File: src/hw/rtl/mam_pkg.sv
`default_nettype none

package mam_pkg;

    // sizes of the window store and the datapath
    localparam int WINDOW_MAX  = 1024;
    localparam int SAMPLE_BITS = 16;
    localparam int CFG_BITS    = 11;
    localparam int PTR_BITS    = $clog2(WINDOW_MAX);
    localparam int LEN_BITS    = PTR_BITS + 1;
    localparam int SUM_BITS    = SAMPLE_BITS + PTR_BITS + 1;
    localparam int MAG_BITS    = SUM_BITS - 1;

    typedef logic signed [SAMPLE_BITS-1:0] sample_t;
    typedef logic signed [SUM_BITS-1:0]    sum_t;
    typedef logic        [LEN_BITS-1:0]    len_t;
    typedef logic        [PTR_BITS-1:0]    ptr_t;

    typedef struct packed {
        sample_t sample;
        logic    last_of_series;
    } in_beat_t;

    typedef struct packed {
        sample_t min_average;
        sample_t max_average;
        logic    window_filled;
    } out_beat_t;

    // handshake between sequencer and divider
    typedef struct packed {
        logic busy;
        logic done;
    } div_status_t;

    // widen a sample to running sum width
    function automatic sum_t sext_sample(input sample_t s);
        sum_t r;
        r = {{(SUM_BITS-SAMPLE_BITS){s[SAMPLE_BITS-1]}}, s};
        return r;
    endfunction

endpackage

`default_nettype wire

File: src/hw/rtl/mam_div.sv
`default_nettype none

module mam_div
    import mam_pkg::*;
(
    input  wire logic    clk,
    input  wire logic    rst_n,
    input  wire logic    start,
    input  wire sum_t    dividend,
    input  wire len_t    divisor,
    output div_status_t  status,
    output sample_t      quotient
);

    localparam int CNT_BITS = $clog2(MAG_BITS);

    logic [MAG_BITS-1:0] mag_reg, mag_next;
    len_t                rem_reg, rem_next;
    len_t                div_reg, div_next;
    logic                neg_reg, neg_next;
    logic [CNT_BITS-1:0] cnt_reg, cnt_next;
    logic                busy_reg, busy_next;
    logic                done_reg, done_next;

    logic [LEN_BITS:0]    rem_shift;
    logic                 ge;
    sum_t                 abs_dvd;
    logic [SAMPLE_BITS:0] q_mag;
    logic [SAMPLE_BITS:0] q_signed;

    // magnitude of the signed dividend
    assign abs_dvd = dividend[SUM_BITS-1] ? -dividend : dividend;

    // one restoring step per cycle
    assign rem_shift = {rem_reg, mag_reg[MAG_BITS-1]};
    assign ge        = (rem_shift >= {1'b0, div_reg});

    always_comb
    begin
        mag_next  = mag_reg;
        rem_next  = rem_reg;
        div_next  = div_reg;
        neg_next  = neg_reg;
        cnt_next  = cnt_reg;
        busy_next = busy_reg;
        done_next = 1'b0;
        if (start)
        begin
            mag_next  = abs_dvd[MAG_BITS-1:0];
            rem_next  = '0;
            div_next  = divisor;
            neg_next  = dividend[SUM_BITS-1];
            cnt_next  = '0;
            busy_next = 1'b1;
        end
        else if (busy_reg)
        begin
            rem_next = ge ? LEN_BITS'(rem_shift - {1'b0, div_reg})
                          : rem_shift[LEN_BITS-1:0];
            mag_next = {mag_reg[MAG_BITS-2:0], ge};
            cnt_next = cnt_reg + 1'b1;
            if (cnt_reg == CNT_BITS'(MAG_BITS - 1))
            begin
                busy_next = 1'b0;
                done_next = 1'b1;
            end
        end
    end

    always_ff @(posedge clk or negedge rst_n)
    begin
        if (!rst_n)
        begin
            busy_reg <= 1'b0;
            done_reg <= 1'b0;
            cnt_reg  <= '0;
        end
        else
        begin
            busy_reg <= busy_next;
            done_reg <= done_next;
            cnt_reg  <= cnt_next;
        end
    end

    always_ff @(posedge clk)
    begin
        mag_reg <= mag_next;
        rem_reg <= rem_next;
        div_reg <= div_next;
        neg_reg <= neg_next;
    end

    // truncate toward zero: negate the magnitude quotient
    assign q_mag    = mag_reg[SAMPLE_BITS:0];
    assign q_signed = neg_reg ? -q_mag : q_mag;
    assign quotient = sample_t'(q_signed[SAMPLE_BITS-1:0]);

    assign status.busy = busy_reg;
    assign status.done = done_reg;

`ifndef SYNTHESIS
    a_start_idle: assert property (@(posedge clk) disable iff (!rst_n)
        start |-> !busy_reg)
        else $error("divider started while busy");
    a_done_after_busy: assert property (@(posedge clk) disable iff (!rst_n)
        done_reg |-> $past(busy_reg))
        else $error("divider done without a running division");
    a_done_one_cycle: assert property (@(posedge clk) disable iff (!rst_n)
        done_reg |=> !done_reg)
        else $error("divider done held longer than one cycle");
`endif

endmodule

`default_nettype wire

File: config.mk
export PLATFORM = sky130hd
export DESIGN_NAME = mam_div
export DESIGN_NICKNAME = d
export VERILOG_FILES = /design/src/hw/rtl/mam_pkg.sv /design/src/hw/rtl/mam_div.sv
export SDC_FILE = /design/constraint.sdc
export NUM_CORES = 1
export LEC_CHECK = 0
export ABC_AREA = 1
export BUFFER_PORTS_ARGS = -buffer_cell sky130_fd_sc_hd__buf_2
export CAP_MARGIN = 30
export CORE_UTILIZATION = 50
export DETAILED_ROUTE_END_ITERATION = 8
export GPL_TIMING_DRIVEN = 0
export PLACE_DENSITY_LB_ADDON = 0.12
export SYNTH_ARGS = -nofsm -noshare
export SYNTH_HDL_FRONTEND = slang
export SYNTH_SLANG_ARGS = --single-unit
File: constraint.sdc
create_clock -name clk -period 2 [get_ports clk]
set_input_delay 0.2 -clock clk [delete_from_list [all_inputs] [get_ports clk]]
set_output_delay 0.2 -clock clk [all_outputs]
set_load 0.05 [all_outputs]
After elaboration in Yosys (flattened, before gate mapping)
Cells that the tools add are included.
- ROM bits: 0
- logic and storage cells: 27
- bits in writable memories: 0
- register bits after elaboration: 56
- latch bits: 0
- output and inout bits: 18
- memories kept: 0
- input bits: 41
- mux-type cells: 13
- reductions and logical operators: 1
- $lt $le $gt $ge: 1
- equal/unequal tests: 1
- add/sub/neg operators: 4
- div/mod/pow operators: 0
- shifts and indexed selects: 0
- $mul: 0
- bitwise gates (word level): 0
- operator list (kind ; number):
    $mux 26 ; 3
    $neg 26->26 ; 1
    $mux 16 ; 1
    $neg 16->16 ; 1
    $ge 12x11->1 ; 1
    $mux 11 ; 1
    $sub 11x11->11 ; 1
    $mux 5 ; 2
    $mux 1 ; 6
    $add 5x1->5 const B ; 1
    $eq 5x5->1 const B ; 1
    $reduce_bool 2->1 ; 1

Longest topological paths before layout
Gate-level depths: netlist of run 1.
- depth in word-level cells: 4
- gate-level depth with buffers: 12
- mapped depth without buffers: 12

Worst setup path after synthesis of run 1
No wires, ideal clock.
- kind: register to output
- from: reg mag_reg[0]
- to: out quotient[10]
- required time: 1.800 ns
- path slack: -0.141 ns
- buffers on the path: 0
- arrival time: 1.941 ns
- stages on the path, launching flop included: 8
- path through: edfxtp_1 inv_1 ha_1 inv_1 nor4_1 nand4_1 nand2_1 xor2_1
- cells in the longest elaborated chain, start to end: 2
- ends and longest elaborated chain (what ; RTL line ; text):
    start: declaration ; mam_div.sv:17 ; logic [MAG_BITS-1:0] mag_reg, mag_next;
    start signal: assignment ; mam_div.sv:88 ; mag_reg <= mag_next;
    $neg 16->16 ; mam_div.sv:96 ; assign q_signed = neg_reg ? -q_mag : q_mag;
    $mux 16 ; mam_div.sv:96 ;
    end: declaration ; mam_div.sv:12 ; output sample_t quotient
No other way between the ends.

Worst setup path after layout of run 1
Same ends and word-level chain as after synthesis.

==> reports/metrics.cfg, run 1 <==
[worst_setup_path]
startpoint_type = register
required_ns = 1.80
crit_chain = inv_2 -> ha_4 -> inv_2 -> nor4_4 -> nand4_1 -> nand2_2 -> xor2_2 -> buf_6
cpMostUsedCell = inv_2
reg2reg_slack_ns = 0.07
max_stage_delay_ns = 0.43
critPathKind = register to output port
cp_max_fo = 3
end_kind = output port
cp.arrival_ns = 1.93
reg2reg_depth = 11
cp_slowest_cell = edfxtp_1

[pwr]
ir_worst_vdd_v = 0.000377
power_density_mw_per_mm2 = 1010
p_leak_nw = 2.51

[routing]
avgViaCountPerCell = 5.18
dr.pass1.iters = 5
drtIter0Drc = 188
wl_per_cell_um = 13.8
drc = 0
ant_nets = 0
via_count = 3965
wirelength_um = 10500

[timing]
tightest_slew_ns = 0.515
clock_skew_ns = 0.0149
max_slew_margin = 0.657
setup_ws_ns = -0.130
timing.final.max_slew_violations = 0
grt_setup_unrepaired = true
finalHoldViolations = 0
fin_crit_sh = 1.07
fin_setup_tns_ns = -0.456
setup_violations = 6
whs_ns = 0.0503
fin_crit_ns = 2.13
fmax_ghz = 0.469

[placement]
dpl_cell_area_sq_mm = 0.00468
pre_cts_ws_ns = -0.118
dp_hpwl_um = 7790
port_buffers = 58
gp_congestion = 0.923

[synthesis]
synth_cells = 577
ys_warn_count = 0
yosys.area.top_type = edfxtp_1
synth_top_cell_area_share = 0.271
synth.area.top_cells = edfxtp_1 (27%), nand2_1 (15%), inv_1 (7.2%), nand3_1 (6.7%), xor2_1 (5.4%)
synth_ff_type = edfxtp_1
synth_seq_area_share = 0.365
synth-edff-count = 38
synth_nets = 634
synth.distinct_cells = 41
synth_seq_cells = 56
synth_area_sq_mm = 0.00421
synthArstFlopShare = 0.125
synth.avg_cell_area_sq_um = 7.30

[run]
cap_viol_max_count = 0

[die]
coreArea_sq_mm = 0.00818
dieArea_sq_mm = 0.00879
io_pins = 59
start_util = 0.515
die_x_um = 93.8
die_y_um = 93.8
fp-row-count = 33

[finish]
fin_area_sq_mm = 0.00508
nets = 717
finish.utilization = 0.621
n_fill_cell = 725
seq_area_sq_mm = 0.00154
multi_input_area_sq_mm = 0.00233
largest_reg_flops = 26
drive_gt1_frac = 0.239
antenna_cells = 0
area_growth_pct = 20.5

[clocking]
cts.clk_slew.worst_paths_ns = 0.11
cts_made_buffers = 5
clock-sinks = 56
cts-root-buf = clkbuf_8
cts_tree = built
cts_max_level = 2
insertion_delay_ns = 0.31
clk_path_buf_depth = 2

[outcome]
outcome = complete, but fails checks
violations = negative setup slack

[global_route]
grt_pass1_vias = 3739
antenna_found_initial = 0
grt.overflow.total = 0
grt_pass1_wl_um = 17300
grtUsageTotal = 0.253
grt_max_degree = 19

[hold_path]
whs_path_depth = 1
hp-class = input port to register

layout by cell type (no fill, tap or decap), drive strengths merged, types with 2 or more instances in the layout:
cell	n
clkinv	2
nand4	21
a21oi	9
xor2	26
o21ai	29
buf	84
or2	5
dfxtp	11
inv	89
nand2	180
edfxtp	38
xnor2	3
nor3	9
dfrtp	7
clkbuf	16
nand3	64
nor2	41
nor4	2
ha	15
nand3b	4
report_power, final:
part	internal, mW	switching, mW	total, mW
Clock	0.331	0.393	0.724
Combinational	1.11	1.70	2.81
Sequential	1.45	0.146	1.60
Total	2.90	2.23	5.13
repair_timing:
| item | CTS | global route |
|---|---|---|
| gates resized for setup | 28 | 17 |
| gates cloned | 1 | 0 |
| buffers inserted | 9 | 6 |
| setup endpoints to repair | 20 | 24 |
| pin swaps | 10 | 8 |
| hold buffers | 1 | 0 |
| endpoints found under the hold margin | 7 | 0 |
critical path, delay by kind of cell, from the launching register on:
| family | cells | cell delay (ns) |
|---|---|---|
| xor gates and xnor gates | 1 | 0.15 |
| DFF | 1 | 0.43 |
| buffers and inverters | 3 | 0.34 |
| adders and majority gates | 1 | 0.14 |
| and+or+nand+nor | 3 | 0.57 |
layer usage:
layer	global-route usage	wire [um]
met5	0	0
met3	0.0348	434
met1	0.314	4580
met4	0.0782	166
met2	0.451	5370
final cells by class:
cell class,instances,area share
multi-input combinational,413,0.459
inverter,89,0.0658
clock buffer,6,0.0185
timing repair buffer,76,0.101
clock inverter,2,0.00320
buffer,19,0.0244
tap,105,0.0259
sequential,56,0.303
Yosys cell counts (all sizes together), types with 7 or more instances:
master	count
a21oi	9
nor2	41
nand3	64
nand4	21
clkbuf	9
xor2	26
buf	10
inv	88
dfrtp	7
o21ai	29
edfxtp	38
dfxtp	11
ha	15
nor3	9
nand2	180
final timing paths:
| kind | start | to |
|---|---|---|
| max | mag_reg[0]$_DFFE_PP_ | quotient[10] |
| min | divisor[2] | div_reg[2]$_DFFE_PP_ |
| max reg2reg | div_reg[0]$_DFFE_PP_ | rem_reg[7]$_SDFFE_PP0P_ |
| min reg2reg | rem_reg[1]$_SDFFE_PP0P_ | rem_reg[1]$_SDFFE_PP0P_ |
| max in group asynchronous | rst_n | cnt_reg[2]$_DFFE_PN0P_ |
| min in group asynchronous | rst_n | cnt_reg[1]$_DFFE_PN0P_ |
metrics by stage:
step                cells  total power, mW
finish                766             5.13
global route          766             5.51
CTS                   760             5.04
detailed placement    741             4.07
global placement      740             4.01
floorplan             577             3.54
cells by family after synthesis:
group,synth area share
XOR/XNOR,0.0603
AND/OR/NAND/NOR,0.365
AO/OA/AOI/OAI,0.0526
adder cells (fa/ha/maj),0.0493
flip-flops,0.365
buffers and inverters,0.108
Note: power is estimated with default switching activity, not from simulation.
==> run 2: changes to the inputs <==
--- a/config.mk
+++ b/config.mk
@@ -9,6 +9,7 @@
 export BUFFER_PORTS_ARGS = -buffer_cell sky130_fd_sc_hd__buf_2
 export CAP_MARGIN = 30
 export CORE_UTILIZATION = 50
+export CTS_BUF_LIST = sky130_fd_sc_hd__clkbuf_16
 export DETAILED_ROUTE_END_ITERATION = 8
 export GPL_TIMING_DRIVEN = 0
 export PLACE_DENSITY_LB_ADDON = 0.12
==> run 2 against run 1 <==
Effect of this change: the run still ends with negative setup slack left; via count stayed put; total power is 4.1% higher; final area is 0.81% higher; maximum frequency is 0.76% higher; die area stayed put; clock power is 35% higher; largest power group unchanged; critical endpoint unchanged; clock-buffer cell count stayed put; combinational power is 1% lower; worst hold slack better by 0.024 ns.
==> reports/metrics.cfg, run 2 (same netlist as run 1, synthesis figures left out) <==
[worst_setup_path]
regToRegStartpoint = div_reg[0]$_DFFE_PP_
end_kind = output port
startpoint_type = register
cp.arrival_ns = 1.91
cp_max_fo = 3
required_ns = 1.80
critPathKind = register to output port
reg2reg_depth = 11
reg2reg_slack_ns = 0.06
timing.rr.end = rem_reg[8]$_SDFFE_PP0P_

[die]
die_y_um = 93.8
coreArea_sq_mm = 0.00818
fp-row-count = 33
io_pins = 59
dieArea_sq_mm = 0.00879
die_x_um = 93.8
start_util = 0.515

[global_route]
grt.overflow.total = 0
grt_pass1_vias = 3747
globalRouteMet3Util = 0.0299
top_usage_layer = met2
use_met2 = 0.445
grt_pass1_wl_um = 17100
groute.layer.met1.usage = 0.310
antenna_found_initial = 0
grt_max_degree = 19
grtUsageTotal = 0.248

[routing]
wirelength_um = 10500
drtIter0Drc = 184
ant_nets = 0
drc = 0
via_count = 3965
avgViaCountPerCell = 5.19
dr.pass1.iters = 5
wl_per_cell_um = 13.7

[finish]
largest_reg_flops = 26
final_cells = 764
antenna_cells = 0
layout_commonest_cell = nand2_1
area_growth_pct = 21.5
mostFrequentLayoutCells = nand2_1 (163), inv_1 (75), nand3_1 (55)
drive_gt1_frac = 0.235
nets = 715

[hold_path]
whs_path_depth = 1
hold_path_end = div_reg[2]$_DFFE_PP_
hold_start = divisor[2]
hp-class = input port to register

[placement]
port_buffers = 58
gp_congestion = 0.923
dp_hpwl_um = 7790
dpl.cell_count = 741

[clocking]
clock-sinks = 56
cts_tree = built
insertion_delay_ns = 0.29
cts_made_buffers = 5
cts_max_level = 2
cts.clk_slew.worst_paths_ns = 0.08
clk_path_buf_depth = 2
cts-root-buf = clkbuf_16

[timing]
fmax_ghz = 0.473
tightest_slew_ns = 0.518
fin_crit_sh = 1.06
whs_ns = 0.0741
setup_ws_ns = -0.114
timing.final.max_slew_violations = 0
max_slew_margin = 0.655
clock_skew_ns = 0.0111
grt_setup_unrepaired = true
setup_violations = 5
fin_crit_ns = 2.11
finalHoldViolations = 0

[pwr]
p_leak_nw = 2.53
power_density_mw_per_mm2 = 1040
ir_worst_vdd_v = 0.000401

[outcome]
outcome = complete, but fails checks
violations = negative setup slack

[run]
cap_viol_max_count = 0

==> run 2: critical path: stages (launching register included) <==
cell and delay (ns):
edfxtp_1 0.42, inv_2 0.12, ha_4 0.14, inv_2 0.05, nor4_4 0.32, nand4_1 0.15
nand2_2 0.10, xor2_2 0.16, buf_6 0.18
==> run 2: worst max-delay path by stage <==
| stage | startpoint | end | slack (ns) | cells after the start |
|---|---|---|---|---|
| floorplan | mag_reg[6]$_DFFE_PP_ | quotient[11] | 0.01 | 6 |
| global placement | mag_reg[0]$_DFFE_PP_ | quotient[14] | -0.1 | 9 |
| detailed placement | mag_reg[0]$_DFFE_PP_ | quotient[14] | -0.12 | 9 |
| CTS | mag_reg[0]$_DFFE_PP_ | quotient[14] | -0.13 | 9 |
| global route | mag_reg[1]$_DFFE_PP_ | quotient[14] | -0.22 | 9 |
| finish | mag_reg[0]$_DFFE_PP_ | quotient[10] | -0.11 | 8 |
==> run 2: layout make-up <==
type | instances | area, sq um
Multi-Input combinational cell | 413 | 2330
Buffer | 19 | 128
Timing Repair Buffer | 74 | 495
Fill cell | 727 | 3060
Clock inverter | 2 | 16.3
Tap cell | 105 | 131
Inverter | 89 | 334
Sequential cell | 56 | 1540
Clock buffer | 6 | 150
==> run 2: metrics by stage <==
step           setup slack, ns  power (mW)  utilization  cell area, sq um  TNS [ns]
3_5_place_dp            -0.118        4.07        0.573              4680    -0.328
2_1_floorplan           0.0110        3.54            -              4230         0
3_3_place_gp           -0.0989        4.01        0.569              4660    -0.191
6_report                -0.114        5.34        0.626              5120    -0.356
5_1_grt                 -0.224        5.71        0.626              5120    -0.979
4_1_cts                 -0.125        5.14        0.610              4990    -0.318
==> run 2: per-layer routing <==
metal	wire, um	part of all wire
met1	4590	0.44
met2	5340	0.51
met3	362	0.035
met4	173	0.017
met5	0	0
==> run 2: power breakdown <==
group,leakage (nW),switching (mW),internal (mW)
combinational,1.86,1.67,1.09
clock,0.0839,0.426,0.549
sequential,0.582,0.146,1.45
total,2.53,2.25,3.10
==> run 2: timing repair <==
action / in CTS / in global routing
cloned: 0 / 1
pin swaps: 7 / 5
hold endpoints to repair: 7 / 0
hold buffers: 1 / 0
setup endpoints to repair: 20 / 23
gates resized for setup: 22 / 21
setup buffers: 8 / 5
==> run 3: changes to the inputs <==
--- a/config.mk
+++ b/config.mk
@@ -13,6 +13,7 @@
 export DETAILED_ROUTE_END_ITERATION = 8
 export GPL_TIMING_DRIVEN = 0
 export PLACE_DENSITY_LB_ADDON = 0.12
+export SETUP_SLACK_MARGIN = 0.05
 export SYNTH_ARGS = -nofsm -noshare
 export SYNTH_HDL_FRONTEND = slang
 export SYNTH_SLANG_ARGS = --single-unit
==> run 3 against run 2 <==
Effect of this change: the flow finishes with violations (design-rule violations, negative setup slack); critical path depth unchanged; worst setup slack better by 0.078 ns; global-route usage down 0.73 points; worst hold slack worse by 0.0056 ns; non-clock buffer count up 4; clock skew down 0.0024 ns; register-to-register slack about the same; first-iteration DRC count down 6.0%; combinational power up 10%; core utilization up 1.6 points; final area up 2.5%; largest power group unchanged; clock-buffer cell count down 1.
==> reports/metrics.cfg, run 3 (same netlist as run 1, synthesis figures left out) <==
[outcome]
outcome = complete, but fails checks
violations = design-rule violations, negative setup slack

[pwr]
power.switching_mw = 2.43
p_leak_nw = 2.59
power_density_mw_per_mm2 = 1060
p_int_mw = 3.11
ir_worst_vdd_v = 0.000436
combPwrFrac = 0.552
power_frac_seq = 0.287
swShare = 0.439
power.share.clock = 0.160

[routing]
ant_nets = 0
drc = 2
dr.pass1.iters = 7
wl_per_cell_um = 14.1
drtIter0Drc = 173
via_count = 4008
avgViaCountPerCell = 5.22
wirelength_um = 10800

[placement]
gp_congestion = 0.920
port_buffers = 58
dp_hpwl_um = 7630
pre_cts_ws_ns = -0.155

[finish]
largest_reg_flops = 26
antenna_cells = 0
layout_commonest_cell = nand2_1
area_growth_pct = 24.6
mostFrequentLayoutCells = nand2_1 (160), inv_1 (74), buf_2 (52)
nets = 719
drive_gt1_frac = 0.261

[worst_setup_path]
cp_slowest_cell = edfxtp_1
crit_buf_inv = 4
cp.arrival_ns = 1.84
cp_top_family = buffers and inverters
reg2reg_slack_ns = 0.05
reg2reg_depth = 11
regToRegStartpoint = div_reg[0]$_DFFE_PP_
end_kind = output port
cp_max_fo = 3
startpoint_type = register
max_stage_delay_ns = 0.43
crit_chain = inv_2 -> ha_4 -> inv_4 -> nor4_4 -> buf_4 -> or2_4 -> xor2_2 -> buf_6
timing.rr.end = rem_reg[9]$_SDFFE_PP0P_
critPathKind = register to output port
required_ns = 1.80

[die]
die_x_um = 93.8
die_y_um = 93.8
fp-row-count = 33
coreArea_sq_mm = 0.00818
io_pins = 59
start_util = 0.515
dieArea_sq_mm = 0.00879

[clocking]
clock-sinks = 56
cts.clk_slew.worst_paths_ns = 0.08
cts-root-buf = clkbuf_16
cts_made_buffers = 5
cts_max_level = 2
clk_path_buf_depth = 2
cts_tree = built
insertion_delay_ns = 0.30

[hold_path]
hold_start = divisor[4]
hp-class = input port to register
whs_path_depth = 1
hold_path_end = div_reg[4]$_DFFE_PP_

[timing]
clock_skew_ns = 0.00874
setup_ws_ns = -0.0359
max_slew_margin = 0.613
fin_crit_ns = 2.04
fin_setup_tns_ns = -0.0820
timing.final.max_slew_violations = 0
fin_crit_sh = 1.02
finalHoldViolations = 0
grt_setup_unrepaired = true
fmax_ghz = 0.491
setup_violations = 3
tightest_slew_ns = 0.580

[global_route]
grt_pass1_wl_um = 16400
grt_max_degree = 19
antenna_found_initial = 0
grt.overflow.total = 0
grtUsageTotal = 0.241
grt_pass1_vias = 3628

[run]
cap_viol_max_count = 0

[run 3: worst max-delay path by stage]
stage                                    start      endpoint  slack [ns]  cells past startpoint
after global routing      mag_reg[7]$_DFFE_PP_  quotient[13]        -0.1                      6
after floorplan           mag_reg[0]$_DFFE_PP_  quotient[14]        0.05                      8
final                     mag_reg[1]$_DFFE_PP_   quotient[6]       -0.04                      8
after global placement    mag_reg[0]$_DFFE_PP_  quotient[14]       -0.12                      9
after CTS                 mag_reg[5]$_DFFE_PP_  quotient[14]       0.002                      7
after detailed placement  mag_reg[0]$_DFFE_PP_  quotient[14]       -0.15                      9
[run 3: stage by stage]
stage                     cell area (sq um)  power, mW  hold WS (ns)   util  std cells
after floorplan                        4240       3.55       -0.0956      -        577
after global placement                 4660       4.01        0.0387  0.570        740
after detailed placement               4690       4.07        0.0394  0.574        741
after CTS                              5020       5.09        0.0675  0.614        761
after global routing                   5250       5.86        0.0620  0.642        768
final                                  5250       5.54        0.0684  0.642        768
[run 3: what timing repair did]
action / in CTS / in global routing
setup buffers: 11 / 6
endpoints found under the hold margin: 7 / 0
pin swaps: 7 / 12
cloned: 0 / 1
hold buffers: 1 / 0
resized for setup: 29 / 41
setup endpoints to repair: 20 / 21
[run 3: layer usage]
| layer | track usage | vias to the layer above | wire, um |
|---|---|---|---|
| met3 | 0.0332 | 12 | 520 |
| met1 | 0.303 | 1854 | 4700 |
| met5 | 0 | - | 0 |
| li1 | - | 2016 | - |
| met2 | 0.424 | 126 | 5430 |
| met4 | 0.0782 | 0 | 148 |
[run 3: area by class of cell]
| class | count | area [sq um] |
|---|---|---|
| well taps | 105 | 131 |
| plain buffers | 19 | 128 |
| fillers | 716 | 2930 |
| flip-flops and latches | 56 | 1540 |
| inverters | 89 | 337 |
| multi-input cells | 413 | 2440 |
| clock buffers | 5 | 125 |
| clock inverters | 3 | 17.5 |
| repair buffers | 78 | 537 |
[run 3: power groups by stage]
stage,registers [mW],clock network [mW],logic [mW]
global placement,1.61,0,2.40
CTS,1.59,0.897,2.60
detailed placement,1.61,0,2.45
floorplan,1.57,0,1.97
finish,1.59,0.887,3.06
global route,1.62,0.942,3.30
[run 3: worst reg2reg max path, delay by kind of cell (launching register included)]
kind / cells / cell delay [ns]
and+or+nand+nor: 7 / 0.57
DFF: 1 / 0.44
buffers and inverters: 2 / 0.22
adders and majority gates: 2 / 0.61
